### config.mk
export PLATFORM = sky130hd
export DESIGN_NAME = tofh_frame_ctrl
export DESIGN_NICKNAME = d
export VERILOG_FILES = /design/src/rtl/tofh_pkg.sv /design/src/rtl/tofh_frame_ctrl.sv
export SDC_FILE = /design/constraint.sdc
export NUM_CORES = 1
export LEC_CHECK = 0
export BUFFER_PORTS_ARGS = -buffer_cell sky130_fd_sc_hd__buf_2
export CORE_ASPECT_RATIO = 1.2
export CORE_UTILIZATION = 50
export DETAILED_ROUTE_END_ITERATION = 10
export HOLD_SLACK_MARGIN = 0.12
export PLACE_DENSITY = 0.84
export SLEW_MARGIN = 10
export SYNTH_ARGS = -nofsm -noshare
export SYNTH_HDL_FRONTEND = slang
export SYNTH_SLANG_ARGS = --single-unit
export TNS_END_PERCENT = 10
### constraint.sdc
create_clock -name i_clk -period 3 [get_ports i_clk]
set_input_delay 0 -clock i_clk [delete_from_list [all_inputs] [get_ports i_clk]]
set_output_delay 0 -clock i_clk [all_outputs]
set_load 0.1 [all_outputs]
### src/rtl/tofh_pkg.sv
// ----------------------------------------------------------------------------
// tofh_pkg
// Shared types, constants and helpers of the time-of-flight histogrammer.
// ----------------------------------------------------------------------------
`default_nettype none

package tofh_pkg;

    // Histogram geometry.
    localparam int HIST_BINS = 4096;
    localparam int BIN_AW    = $clog2(HIST_BINS);

    // Field widths.
    localparam int TIME_W  = 20;
    localparam int CNT_W   = 32;
    localparam int FRAME_W = 16;
    localparam int CMD_W   = 2;
    localparam int ADDR_W  = 12;
    localparam int WORD_W  = 32;

    // Saturation limits.
    localparam logic [CNT_W-1:0]   CNT_MAX   = {CNT_W{1'b1}};
    localparam logic [FRAME_W-1:0] STARTS_MAX = {FRAME_W{1'b1}};

    typedef logic [BIN_AW-1:0] t_bin_addr;
    typedef logic [CNT_W-1:0]  t_count;

    // Command codes carried with each input transfer.
    typedef enum logic [CMD_W-1:0] {
        CMD_EVENT      = 2'd0,
        CMD_READ       = 2'd1,
        CMD_READ_CLEAR = 2'd2
    } t_cmd;

    // Kind of result transfer.
    typedef enum logic {
        KIND_FRAME = 1'b0,
        KIND_BIN   = 1'b1
    } t_kind;

    // Decoded event handed to the framing logic.
    typedef struct packed {
        logic valid;
        logic is_start;
        logic in_range;
    } t_evt;

    // Summary of the frame that is currently open.
    typedef struct packed {
        logic               close;
        logic [FRAME_W-1:0] number;
        t_count             hits;
        t_count             dropped;
    } t_frame_sum;

    // Saturating increment of a counter.
    function automatic t_count sat_inc(input t_count v);
        t_count r;
        r = (v == CNT_MAX) ? v : v + 1'b1;
        return r;
    endfunction

endpackage

`default_nettype wire

### src/rtl/tofh_frame_ctrl.sv
// ----------------------------------------------------------------------------
// tofh_frame_ctrl
// Frame bookkeeping: start counting, hit and out-of-range totals, frame index.
// ----------------------------------------------------------------------------
`default_nettype none

module tofh_frame_ctrl (
    input  wire logic                             i_clk,
    input  wire logic                             i_rst_n,
    input  wire tofh_pkg::t_evt                   i_evt,
    input  wire logic [tofh_pkg::FRAME_W-1:0]     i_frame_size,
    output      tofh_pkg::t_frame_sum             o_sum
);

    logic                         r_open,      n_open;
    logic [tofh_pkg::FRAME_W-1:0] r_starts,    n_starts;
    tofh_pkg::t_count             r_hits,      n_hits;
    tofh_pkg::t_count             r_dropped,   n_dropped;
    logic [tofh_pkg::FRAME_W-1:0] r_frame_cnt, n_frame_cnt;
    logic                         w_hit;
    logic                         w_close;

    assign w_hit   = i_evt.valid && !i_evt.is_start;
    // A frame size of zero behaves as one, since an open frame holds one start.
    assign w_close = i_evt.valid && r_open && i_evt.is_start && (r_starts >= i_frame_size);

    // Next frame state for the event in the update stage.
    always_comb begin
        n_open      = r_open;
        n_starts    = r_starts;
        n_hits      = r_hits;
        n_dropped   = r_dropped;
        n_frame_cnt = r_frame_cnt;
        if (i_evt.valid) begin
            if (!r_open) begin
                // The first event opens frame zero and is its opening item.
                n_open    = 1'b1;
                n_starts  = tofh_pkg::FRAME_W'(1);
                n_hits    = tofh_pkg::t_count'(w_hit);
                n_dropped = tofh_pkg::t_count'(w_hit && !i_evt.in_range);
            end else if (i_evt.is_start) begin
                if (w_close) begin
                    n_frame_cnt = r_frame_cnt + 1'b1;
                    n_starts    = tofh_pkg::FRAME_W'(1);
                    n_hits      = '0;
                    n_dropped   = '0;
                end else if (r_starts != tofh_pkg::STARTS_MAX) begin
                    n_starts = r_starts + 1'b1;
                end
            end else begin
                n_hits = tofh_pkg::sat_inc(r_hits);
                if (!i_evt.in_range) begin
                    n_dropped = tofh_pkg::sat_inc(r_dropped);
                end
            end
        end
    end

    // Frame state registers.
    always_ff @(posedge i_clk) begin
        if (!i_rst_n) begin
            r_open      <= 1'b0;
            r_starts    <= '0;
            r_hits      <= '0;
            r_dropped   <= '0;
            r_frame_cnt <= '0;
        end else begin
            r_open      <= n_open;
            r_starts    <= n_starts;
            r_hits      <= n_hits;
            r_dropped   <= n_dropped;
            r_frame_cnt <= n_frame_cnt;
        end
    end

    // Summary of the frame that closes with this start.
    always_comb begin
        o_sum.close   = w_close;
        o_sum.number  = r_frame_cnt;
        o_sum.hits    = r_hits;
        o_sum.dropped = r_dropped;
    end

endmodule

`default_nettype wire

==> qor_table.md, run 1 <==
| Item | Value | Unit |
|:---|:---|:---|
| Run status | finished with violations | - |
| Violations in the final reports | design-rule violations | - |
| Setup TNS | 0 | ns |
| Layout area overhead | 18.0 | % |
| Largest clock skew in the final design | 0.00788 | ns |
| Number of instances on the worst hold path | 6 | - |
| Clock buffer depth | 2 | - |
| Total grt overflow | 0 | - |
| CTS HTree Levels | 3 | - |
| Via count | 5849 | - |
| Number of cells produced by synthesis | 694 | - |
| Total wire length after detailed routing | 15.8 | mm |
| Post-synthesis sequential area ratio | 35.2 | % |
| Synth async-reset ratio | 0 | % |
| Number of violations of the max-capacitance limit | 0 | - |
| Number of warnings issued by yosys | 0 | - |
| Max-slew headroom | 59.5 | % |
| DRC viols | 12 | - |
| Depth of the worst register-to-register path | 8 | - |
| Largest stage delay on the critical path | 0.58 | ns |
| Sum of buffers and inverters on the critical path | 1 | - |
| Worst-path cell chain | nand4_2 -> or4_4 -> o31ai_4 -> nor3_1 -> a31oi_1 -> a211o_1 -> dlygate4sd3_1 -> o21ai_0 | - |
| Length of the first detailed-routing pass in iterations | 9 | - |
| Leakage power summed over all cells | 2.62 | nW |
| Clock period minus worst slack | 2.74 | ns |
| Peak ir drop on the vdd network | 215 | uV |
| Cell types with the largest area share after synthesis | dfxtp_1, nand2_1, nor2_1, ha_1, nand3_1 | - |
| Area after DPL | 6200 | sq um |
| Pin count of the biggest net entering global routing | 43 | - |
| Most common library cells after synthesis | dfxtp_1, nand2_1, nor2_1 | - |
| Number of cell rows | 41 | - |
| Initial core utilization | 51.9 | % |
| Power after layout | 2.55 | mW |
| Weighted congestion at the end of routability-driven global placement | 0.889 | - |
| Total number of nets in the final design | 839 | - |
| Die footprint | 11400 | sq um |
| Post-DP HPWL | 11.1 | mm |
| Chip Height | 117 | um |
| Die Span X | 97.8 | um |
| Vias per cell | 6.29 | - |
| Reg clk slew, reported paths | 0.07 | ns |
| Final worst-path cycle share | 91.4 | % |
| Unrepaired setup endpoints after global routing | false | - |
| Syn_nets | 735 | - |
| Worst Setup Start Kind | flip-flop | - |
| Final standard cell utilization of the core | 61.2 | % |
| Wire length of the first global-routing pass | 25.5 | mm |
| Biggest area consumer among synthesized cells | dfxtp_1 | - |
| Iter 0 DRT Violations | 370 | - |
| Top-count cell post-synth | dfxtp_1 | - |
| Summed instance area of the synthesized netlist | 5510 | sq um |
| FF-to-FF setup slack | 0.26 | ns |
| Total core area | 10600 | sq um |
| Critical Path RT | 3.23 | ns |
| Highest net fanout along the worst path | 8 | - |
| R2r endpoint | r_dropped[0] | - |
| Count of endpoints failing hold in the final timing report | 0 | - |
| Synthesis-stage register bit count | 97 | - |
| Synth Area per Inst | 7.94 | sq um |
| Fmax | 365 | MHz |
| Number of flops mapped to enable cells by yosys | 0 | - |
| Post-CTS Hold Buffers | 4 | - |
| Antenna Diode Count | 0 | - |
| Count of cells resized by post-cts repair | 0 | - |
| Hold endpoint | r_dropped[5] | - |
| Average routed wire per standard cell | 17.0 | um |
| Final cell area excluding filler cells | 6500 | sq um |
| Total setup buffers inserted after CTS | 0 | - |
| Buffers on Ports | 101 | - |
| Share of layout cells above drive strength 1 | 19.7 | % |
| Slew Viols, Final | 0 | - |
| # setup viols final | 0 | - |
| Clock latency at the later pin of the worst-skew pair | 0.35 | ns |
| Critical R2R Launch | r_dropped[23] | - |
| Min-delay worst type | in2reg | - |
| Arrival time of the worst setup path | 2.97 | ns |
| Top delay family on crit path | compound AO/OA/AOI/OAI gates | - |
| CTS tree | built | - |
| Share of the synthesized area in the top cell type | 35.2 | % |
| Clock root cell | clkbuf_16 | - |
| Number of antenna violations at the first check in global routing | 0 | - |
| Primary FF master, synth | dfxtp_1 | - |
| Number of I/O pins | 102 | - |
| Synth cell types | 63 | - |
| Pin slew with the least headroom to its limit | 0.603 | ns |
| Global-route usage over all layers | 27.6 | % |
| Number of buffers created by CTS | 9 | - |
| # clock sinks | 97 | - |
| Type of destination of the critical path | flip-flop | - |
| Source of the worst hold timing path | i_evt[0] | - |
| Startpoint-to-endpoint class of the critical path | reg2reg | - |
| Antenna-violating nets left | 0 | - |
| Ratio of total power to cell area | 392 | nW/um^2 |
| Master of the slowest instance on the critical path | or4_4 | - |
| Vias in the first global route | 5387 | - |
-- placed cells by master, fill, tap and decap left out, types with 9 or more instances in the layout --
| cell type | netlist | final |
|---|---|---|
| o21ai_0 | 31 | 31 |
| nor2_1 | 67 | 67 |
| xnor2_1 | 10 | 10 |
| inv_1 | 25 | 25 |
| and2_1 | 21 | 21 |
| ha_1 | 20 | 20 |
| o31ai_1 | 13 | 13 |
| and3_1 | 19 | 19 |
| and4_1 | 16 | 16 |
| buf_4 | 2 | 22 |
| clkbuf_16 | 0 | 9 |
| buf_2 | 10 | 101 |
| nand3_1 | 49 | 49 |
| a21oi_1 | 28 | 28 |
| dfxtp_1 | 97 | 94 |
| xor2_1 | 9 | 9 |
| nand2_1 | 75 | 75 |
| nor3_1 | 15 | 15 |
| nand4_1 | 25 | 25 |
| a31oi_1 | 25 | 25 |
-- tightest hold or removal path: stages --
cell     delay (ns)
buf_2          0.11
inv_1          0.07
o31ai_4        0.10
nor2_1         0.11
nand3_1        0.09
a21oi_1        0.06
-- power breakdown --
group          total, mW  internal, mW  switching, mW
sequential          1.30          1.29        0.00974
combinational      0.193        0.0624          0.131
clock               1.05         0.553          0.498
total               2.55          1.91          0.639
-- flip-flops by register name, indices dropped and copies added (netlist names) --
register	count
r_hits	32
r_frame_cnt	16
r_open	1
r_starts	16
r_dropped	32
-- worst max-delay path by stage --
stage / endpoint / slack [ns] / cells past startpoint / from
after floorplan: r_dropped[10] / 0.001 / 9 / r_dropped[24]
after global placement: r_frame_cnt[5] / 0.39 / 10 / r_starts[13]
after detailed placement: r_frame_cnt[5] / 0.33 / 10 / r_starts[13]
after CTS: o_sum[80] / 0.27 / 8 / r_starts[13]
after global routing: r_dropped[0] / 0.06 / 8 / r_dropped[23]
final: r_dropped[0] / 0.26 / 8 / r_dropped[23]
-- cells by family (layout without fill, tap and decap cells) --
group,count (synthesis),count (layout),synth area share [%]
xor+xnor,19,19,3.02
flops,97,97,35.2
mux,3,3,0.545
compound gates,170,170,21.5
simple gates,324,324,30.4
fa+ha+maj,20,20,4.54
buf+inv,61,168,4.79
-- metrics by stage --
step	instances	setup WS [ns]	hold WS, ns
final	930	0.259	0.231
after global routing	930	0.0605	0.285
after CTS	930	0.266	0.226
after detailed placement	912	0.328	0.370
after global placement	912	0.394	0.354
after floorplan	694	0.00102	0.125
-- metal layers --
metal	wire length [um]	vias to the layer above	GRT usage [%]	part of all wire, %
li1	-	2785	-	-
met4	435	0	14.1	2.8
met1	6430	2724	32.3	41
met5	0	-	0	0
met2	7760	294	48.3	49
met3	1160	46	5.40	7.3
-- final cells by class --
type	instances	area (sq um)
clock buffer	9	225
sequential	97	1950
tap	129	161
inverter	26	97.6
timing repair buffer	128	731
clock inverter	5	35.0
fill	943	4120
multi-input combinational	536	3300
No activity file was read; power rests on OpenSTA's default activity.
==> inputs of run 2 (changes only) <==
CORE_MARGIN = 5   (was not set)
==> qor_table.md, run 2 (synthesis results as in run 1) <==
| Item | Value | Unit | Change |
|:---|:---|:---|:---|
| Type of destination of the critical path | flip-flop | - |  |
| Slew Viols, Final | 0 | - | unchanged |
| Biggest registers after layout | r_dropped x32, r_hits x32 | - |  |
| CTS HTree Levels | 3 | - | unchanged |
| Wire length of the first global-routing pass | 25.0 | mm | -2.1% |
| Most used cells in the layout excluding fill and tap cells | buf_2, dfxtp_1, nand2_1 | - |  |
| Dpl cells | 915 | - | +0.33% |
| Critical R2R Launch | r_starts[12] | - |  |
| Total grt overflow | 0 | - | unchanged |
| Weighted congestion at the end of routability-driven global placement | 0.866 | - | -2.6% |
| Total setup buffers inserted after CTS | 0 | - | unchanged |
| Fmax | 379 | MHz | +4.0% |
| Setup slack of the critical path after layout | 0.365 | ns | +0.106 ns |
| Vias in the first global route | 5161 | - | -4.2% |
| CTS tree | built | - |  |
| Total wire length after detailed routing | 15.2 | mm | -4.0% |
| Number of buffers created by CTS | 9 | - | unchanged |
| Leading cell type in the layout, fill and taps excluded | buf_2 | - |  |
| Vias per cell | 6.00 | - | -4.6% |
| Initial core utilization | 50.4 | % | -1.5 points |
| Finished Layout Cells | 934 | - | +0.43% |
| Number of I/O pins | 102 | - | unchanged |
| Start point of the critical path | r_starts[12] | - |  |
| Number of cell rows | 42 | - | +2.4% |
| Max-slew headroom | 56.9 | % | -2.6 points |
| Run status | completed | - |  |
| Final worst-path cycle share | 87.8 | % | -3.5 points |
| Chip Height | 125 | um | +6.8% |
| Arrival time of the worst setup path | 2.88 | ns | -0.09 ns |
| Reg clk slew, reported paths | 0.07 | ns | about the same |
| Power after layout | 2.68 | mW | +5.1% |
| Iter 0 DRT Violations | 412 | - | +11% |
| Average routed wire per standard cell | 16.2 | um | -4.4% |
| Clock root cell | clkbuf_16 | - |  |
| Peak ir drop on the vdd network | 250 | uV | +16% |
| Buffers on Ports | 101 | - | unchanged |
| Clock buffer depth | 2 | - | unchanged |
| Post-DP HPWL | 10.6 | mm | -4.1% |
| Worst Setup Start Kind | flip-flop | - |  |
| # setup viols final | 0 | - | unchanged |
| Final cell area excluding filler cells | 6550 | sq um | +0.77% |
| Number of antenna violations at the first check in global routing | 0 | - | unchanged |
| Pin slew with the least headroom to its limit | 0.641 | ns | +0.0383 ns |
| Antenna-violating nets left | 0 | - | unchanged |
| Startpoint-to-endpoint class of the critical path | reg2reg | - |  |
| Critical Path RT | 3.25 | ns | +0.02 ns |
| Die Span X | 106 | um | +8.2% |
| Setup TNS | 0 | ns | unchanged |
| Worst-case hold slack | 0.485 | ns | +0.254 ns |
| Ratio of total power to cell area | 409 | nW/um^2 | +4.3% |
| Layout area overhead | 18.9 | % |  |
| Total core area | 10900 | sq um | +2.9% |
| DRC viols | 0 | - | -12 |
| # clock sinks | 97 | - | unchanged |
| Global-route usage over all layers | 22.6 | % | -5.0 points |
| Share of layout cells above drive strength 1 | 20.0 | % | +0.22 points |
| Pin count of the biggest net entering global routing | 47 | - | +9.3% |
| Final-layout fill cell count | 1025 | - | +8.7% |
| Highest net fanout along the worst path | 13 | - | +5 |
| Leakage power summed over all cells | 2.64 | nW | +0.60% |
| Number of violations of the max-capacitance limit | 0 | - | unchanged |
| Via count | 5606 | - | -4.2% |
| Largest clock skew in the final design | 0.0108 | ns | +0.00288 ns |
| Total number of nets in the final design | 839 | - | unchanged |
| Final standard cell utilization of the core | 59.9 | % | -1.3 points |
| Clock period minus worst slack | 2.64 | ns | -0.106 ns |
| Antenna Diode Count | 0 | - | unchanged |
| Length of the first detailed-routing pass in iterations | 4 | - | -5 |
| Source of the worst hold timing path | r_dropped[22] | - |  |
| Count of cells resized by post-cts repair | 0 | - | unchanged |
| Post-CTS Hold Buffers | 4 | - | unchanged |
| Clock latency at the later pin of the worst-skew pair | 0.35 | ns | about the same |
| Area after DPL | 6210 | sq um | +0.14% |
| Unrepaired setup endpoints after global routing | false | - |  |
| Min-delay worst type | reg2reg | - |  |
| Dpl ws | 0.393 | ns | +0.0653 ns |
| Count of endpoints failing hold in the final timing report | 0 | - | unchanged |
| FF-to-FF setup slack | 0.36 | ns | +0.11 ns |
| Die footprint | 13200 | sq um | +16% |
[run 2: worst max-delay path, stage by stage, from the launching register on]
cell and delay (ns):
dfxtp_1 0.38, ha_1 0.31, nand4_1 0.17, a211oi_1 0.22, a32oi_1 0.14, buf_4 0.18, a41oi_2 0.24, and2_1 0.51
a21boi_0 0.17, o21a_1 0.21
[run 2: path summary, 6_finish.rpt]
path	endpoint	depth (start not counted)
worst max register to register	r_hits[23]	9
worst max-delay path	r_hits[23]	9
worst min-delay path	r_dropped[22]	1
worst min register to register	r_dropped[22]	1
[run 2: layout make-up]
class | instances | area [sq um] | share of cell area, %
Multi-Input combinational cell | 536 | 3310 | 50.5
Sequential cell | 97 | 1950 | 29.7
Timing Repair Buffer | 128 | 733 | 11.2
Clock buffer | 10 | 239 | 3.65
Tap cell | 132 | 165 | 2.52
Inverter | 26 | 97.6 | 1.49
Clock inverter | 5 | 62.6 | 0.955
[run 2: layer usage]
metal | up-vias | GRT usage (%) | part of all wire (%)
li1 | 2791 | - | -
met1 | 2626 | 29.0 | 44
met2 | 165 | 36.6 | 47
met3 | 24 | 5.00 | 6.7
met4 | 0 | 9.22 | 2.1
met5 | - | 0 | 0
[run 2: power by group]
group          switching [mW]  internal, mW
logic                   0.132        0.0607
clock network           0.512         0.671
registers             0.00867          1.29
==> inputs of run 3 (changes only) <==
CORE_ASPECT_RATIO = 0.6   (was 1.2)
==> qor_table.md, run 3 (synthesis results as in run 1) <==
| Item | Value | Unit | Change |
|:---|:---|:---|:---|
| Ratio of total power to cell area | 415 | nW/um^2 | +1.5% |
| Count of endpoints failing hold in the final timing report | 0 | - | unchanged |
| CTS HTree Levels | 3 | - | unchanged |
| Critical R2R Launch | r_starts[13] | - |  |
| Die footprint | 13300 | sq um | +0.45% |
| Total core area | 10700 | sq um | -2.4% |
| Reg clk slew, reported paths | 0.06 | ns | about the same |
| Antenna Diode Count | 0 | - | unchanged |
| Post-CTS Hold Buffers | 4 | - | unchanged |
| Met3 Routed Length | 1.50 | mm | +47% |
| Worst-case hold slack | 0.215 | ns | -0.271 ns |
| Post-DP HPWL | 11.1 | mm | +4.4% |
| Final standard cell utilization of the core | 61.5 | % | +1.6 points |
| Clock latency at the later pin of the worst-skew pair | 0.34 | ns | about the same |
| Most used cells in the layout excluding fill and tap cells | buf_2, dfxtp_1, nand2_1 | - |  |
| Power after layout | 2.72 | mW | +1.6% |
| Max-slew headroom | 51.8 | % | -5.0 points |
| Clock buffer depth | 2 | - | unchanged |
| Count of cells resized by post-cts repair | 0 | - | unchanged |
| Critical Path RT | 3.24 | ns | about the same |
| Number of antenna violations at the first check in global routing | 0 | - | unchanged |
| Global-route usage over all layers | 22.8 | % | +0.27 points |
| Number of instances on the worst hold path | 3 | - | +2 |
| Total routed wire length on the met1 layer | 7.57 | mm | +13% |
| Leading cell type in the layout, fill and taps excluded | buf_2 | - |  |
| Via count | 5723 | - | +2.1% |
| Largest stage delay on the critical path | 0.53 | ns | +0.02 ns |
| Part of the total power dissipated in sequential elements | 47.9 | % | -0.7 points |
| Start point of the critical path | r_starts[13] | - |  |
| Pin count of the biggest net entering global routing | 54 | - | +15% |
| Layout area overhead | 19.0 | % |  |
| Antenna-violating nets left | 0 | - | unchanged |
| Fmax | 356 | MHz | -6.1% |
| Cell count along the critical path | 9 | - | unchanged |
| Iter 0 DRT Violations | 543 | - | +32% |
| Arrival time of the worst setup path | 3.04 | ns | +0.16 ns |
| Slew Viols, Final | 0 | - | unchanged |
| Total number of nets in the final design | 838 | - | -0.12% |
| Vias in the first global route | 5099 | - | -1.2% |
| Clock period minus worst slack | 2.81 | ns | +0.170 ns |
| Peak ir drop on the vdd network | 316 | uV | +27% |
| Number of cell rows | 29 | - | -31% |
| Chip Height | 91.3 | um | -27% |
| Largest clock skew in the final design | 0.00598 | ns | -0.00478 ns |
| Max Used Layer | met4 | - |  |
| Pin slew with the least headroom to its limit | 0.716 | ns | +0.0749 ns |
| Buffers on Ports | 101 | - | unchanged |
| Top delay family on crit path | compound AO/OA/AOI/OAI gates | - |  |
| Total setup buffers inserted after CTS | 0 | - | unchanged |
| Master of the slowest instance on the critical path | and2_1 | - |  |
| Highest net fanout along the worst path | 13 | - | unchanged |
| Wire length of the first global-routing pass | 25.6 | mm | +2.5% |
| Net switching power of the design | 0.619 | mW | -5.2% |
| Leakage power summed over all cells | 2.65 | nW | +0.30% |
| Setup slack of the critical path after layout | 0.195 | ns | -0.170 ns |
| Share of layout cells above drive strength 1 | 19.6 | % | -0.35 points |
| Initial core utilization | 51.6 | % | +1.2 points |
| # setup viols final | 0 | - | unchanged |
| Vias per cell | 6.09 | - | +1.4% |
| Number of violations of the max-capacitance limit | 0 | - | unchanged |
| Unrepaired setup endpoints after global routing | false | - |  |
| Die Span X | 146 | um | +38% |
| Final worst-path cycle share | 93.5 | % | +5.7 points |
| # clock sinks | 97 | - | unchanged |
| Gate power share | 7.0 | % | -0.2 points |
| Number of buffers created by CTS | 9 | - | unchanged |
| Sum of buffers and inverters on the critical path | 1 | - | unchanged |
| Setup TNS | 0 | ns | unchanged |
| Run status | completed | - |  |
| Number of I/O pins | 102 | - | unchanged |
| Depth of the worst register-to-register path | 9 | - | unchanged |
| Met2 routed WL | 6.46 | mm | -9.6% |
| Average routed wire per standard cell | 16.7 | um | +2.7% |
| Clock root cell | clkbuf_16 | - |  |
| Internal cell power | 2.10 | mW | +3.8% |
| Worst Setup Start Kind | flip-flop | - |  |
| Type of destination of the critical path | flip-flop | - |  |
| Worst-path cell chain | ha_1 -> nand4_1 -> a211oi_1 -> a32oi_1 -> buf_4 -> a41oi_2 -> and2_1 -> a21boi_0 -> o21a_1 | - |  |
| Startpoint-to-endpoint class of the critical path | reg2reg | - |  |
| Weighted congestion at the end of routability-driven global placement | 0.949 | - | +9.6% |
| Dpl ws | 0.248 | ns | -0.145 ns |
| Length of the first detailed-routing pass in iterations | 5 | - | +1 |
| Switch share | 22.8 | % | -1.6 points |
| DRC viols | 0 | - | unchanged |
| Total grt overflow | 0 | - | unchanged |
| Source of the worst hold timing path | i_rst_n | - |  |
| Clock Power Share | 45.1 | % | +0.9 points |
| Min-delay worst type | in2reg | - |  |
| CTS tree | built | - |  |
| Total wire length after detailed routing | 15.7 | mm | +3.4% |
| Biggest registers after layout | r_dropped x32, r_hits x32 | - |  |
[run 3: metal layers]
metal,up-vias,GRT usage (%)
li1,2782,-
met1,2668,33.9
met2,255,32.6
met3,18,6.82
met4,0,4.66
met5,-,0
[run 3: cell type report]
type | count | area (sq um)
multi-input combinational | 536 | 3310
clock inverter | 3 | 65.1
timing repair buffer | 127 | 723
clock buffer | 12 | 246
fill | 963 | 4110
inverter | 26 | 97.6
tap | 139 | 174
sequential | 97 | 1950
[run 3: tightest hold or removal path: stages]
cell    delay (ns)
buf_2         0.11
buf_4         0.25
o21a_1        0.15
[run 3: power by group through the flow]
| stage | Combinational, mW | Sequential, mW | Clock, mW |
|---|---|---|---|
| 6_report | 0.191 | 1.30 | 1.23 |
| 5_1_grt | 0.210 | 1.30 | 1.30 |
| 4_1_cts | 0.188 | 1.30 | 1.24 |
| 3_5_place_dp | 0.184 | 1.33 | 0 |
| 3_3_place_gp | 0.181 | 1.33 | 0 |
| 2_1_floorplan | 0.116 | 1.34 | 0 |
[run 3: metrics by stage]
stage / cell area [sq um] / instances
after global placement: 6210 / 921
after detailed placement: 6210 / 921
after global routing: 6560 / 940
after CTS: 6560 / 940
final: 6560 / 940
after floorplan: 5510 / 694
[run 3: final timing paths]
| path | slack (ns) | end |
|---|---|---|
| worst max register to register | 0.19 | r_hits[23] |
| worst min-delay path | 0.21 | r_hits[17] |
| worst max-delay path | 0.19 | r_hits[23] |
| worst min register to register | 0.50 | r_hits[1] |
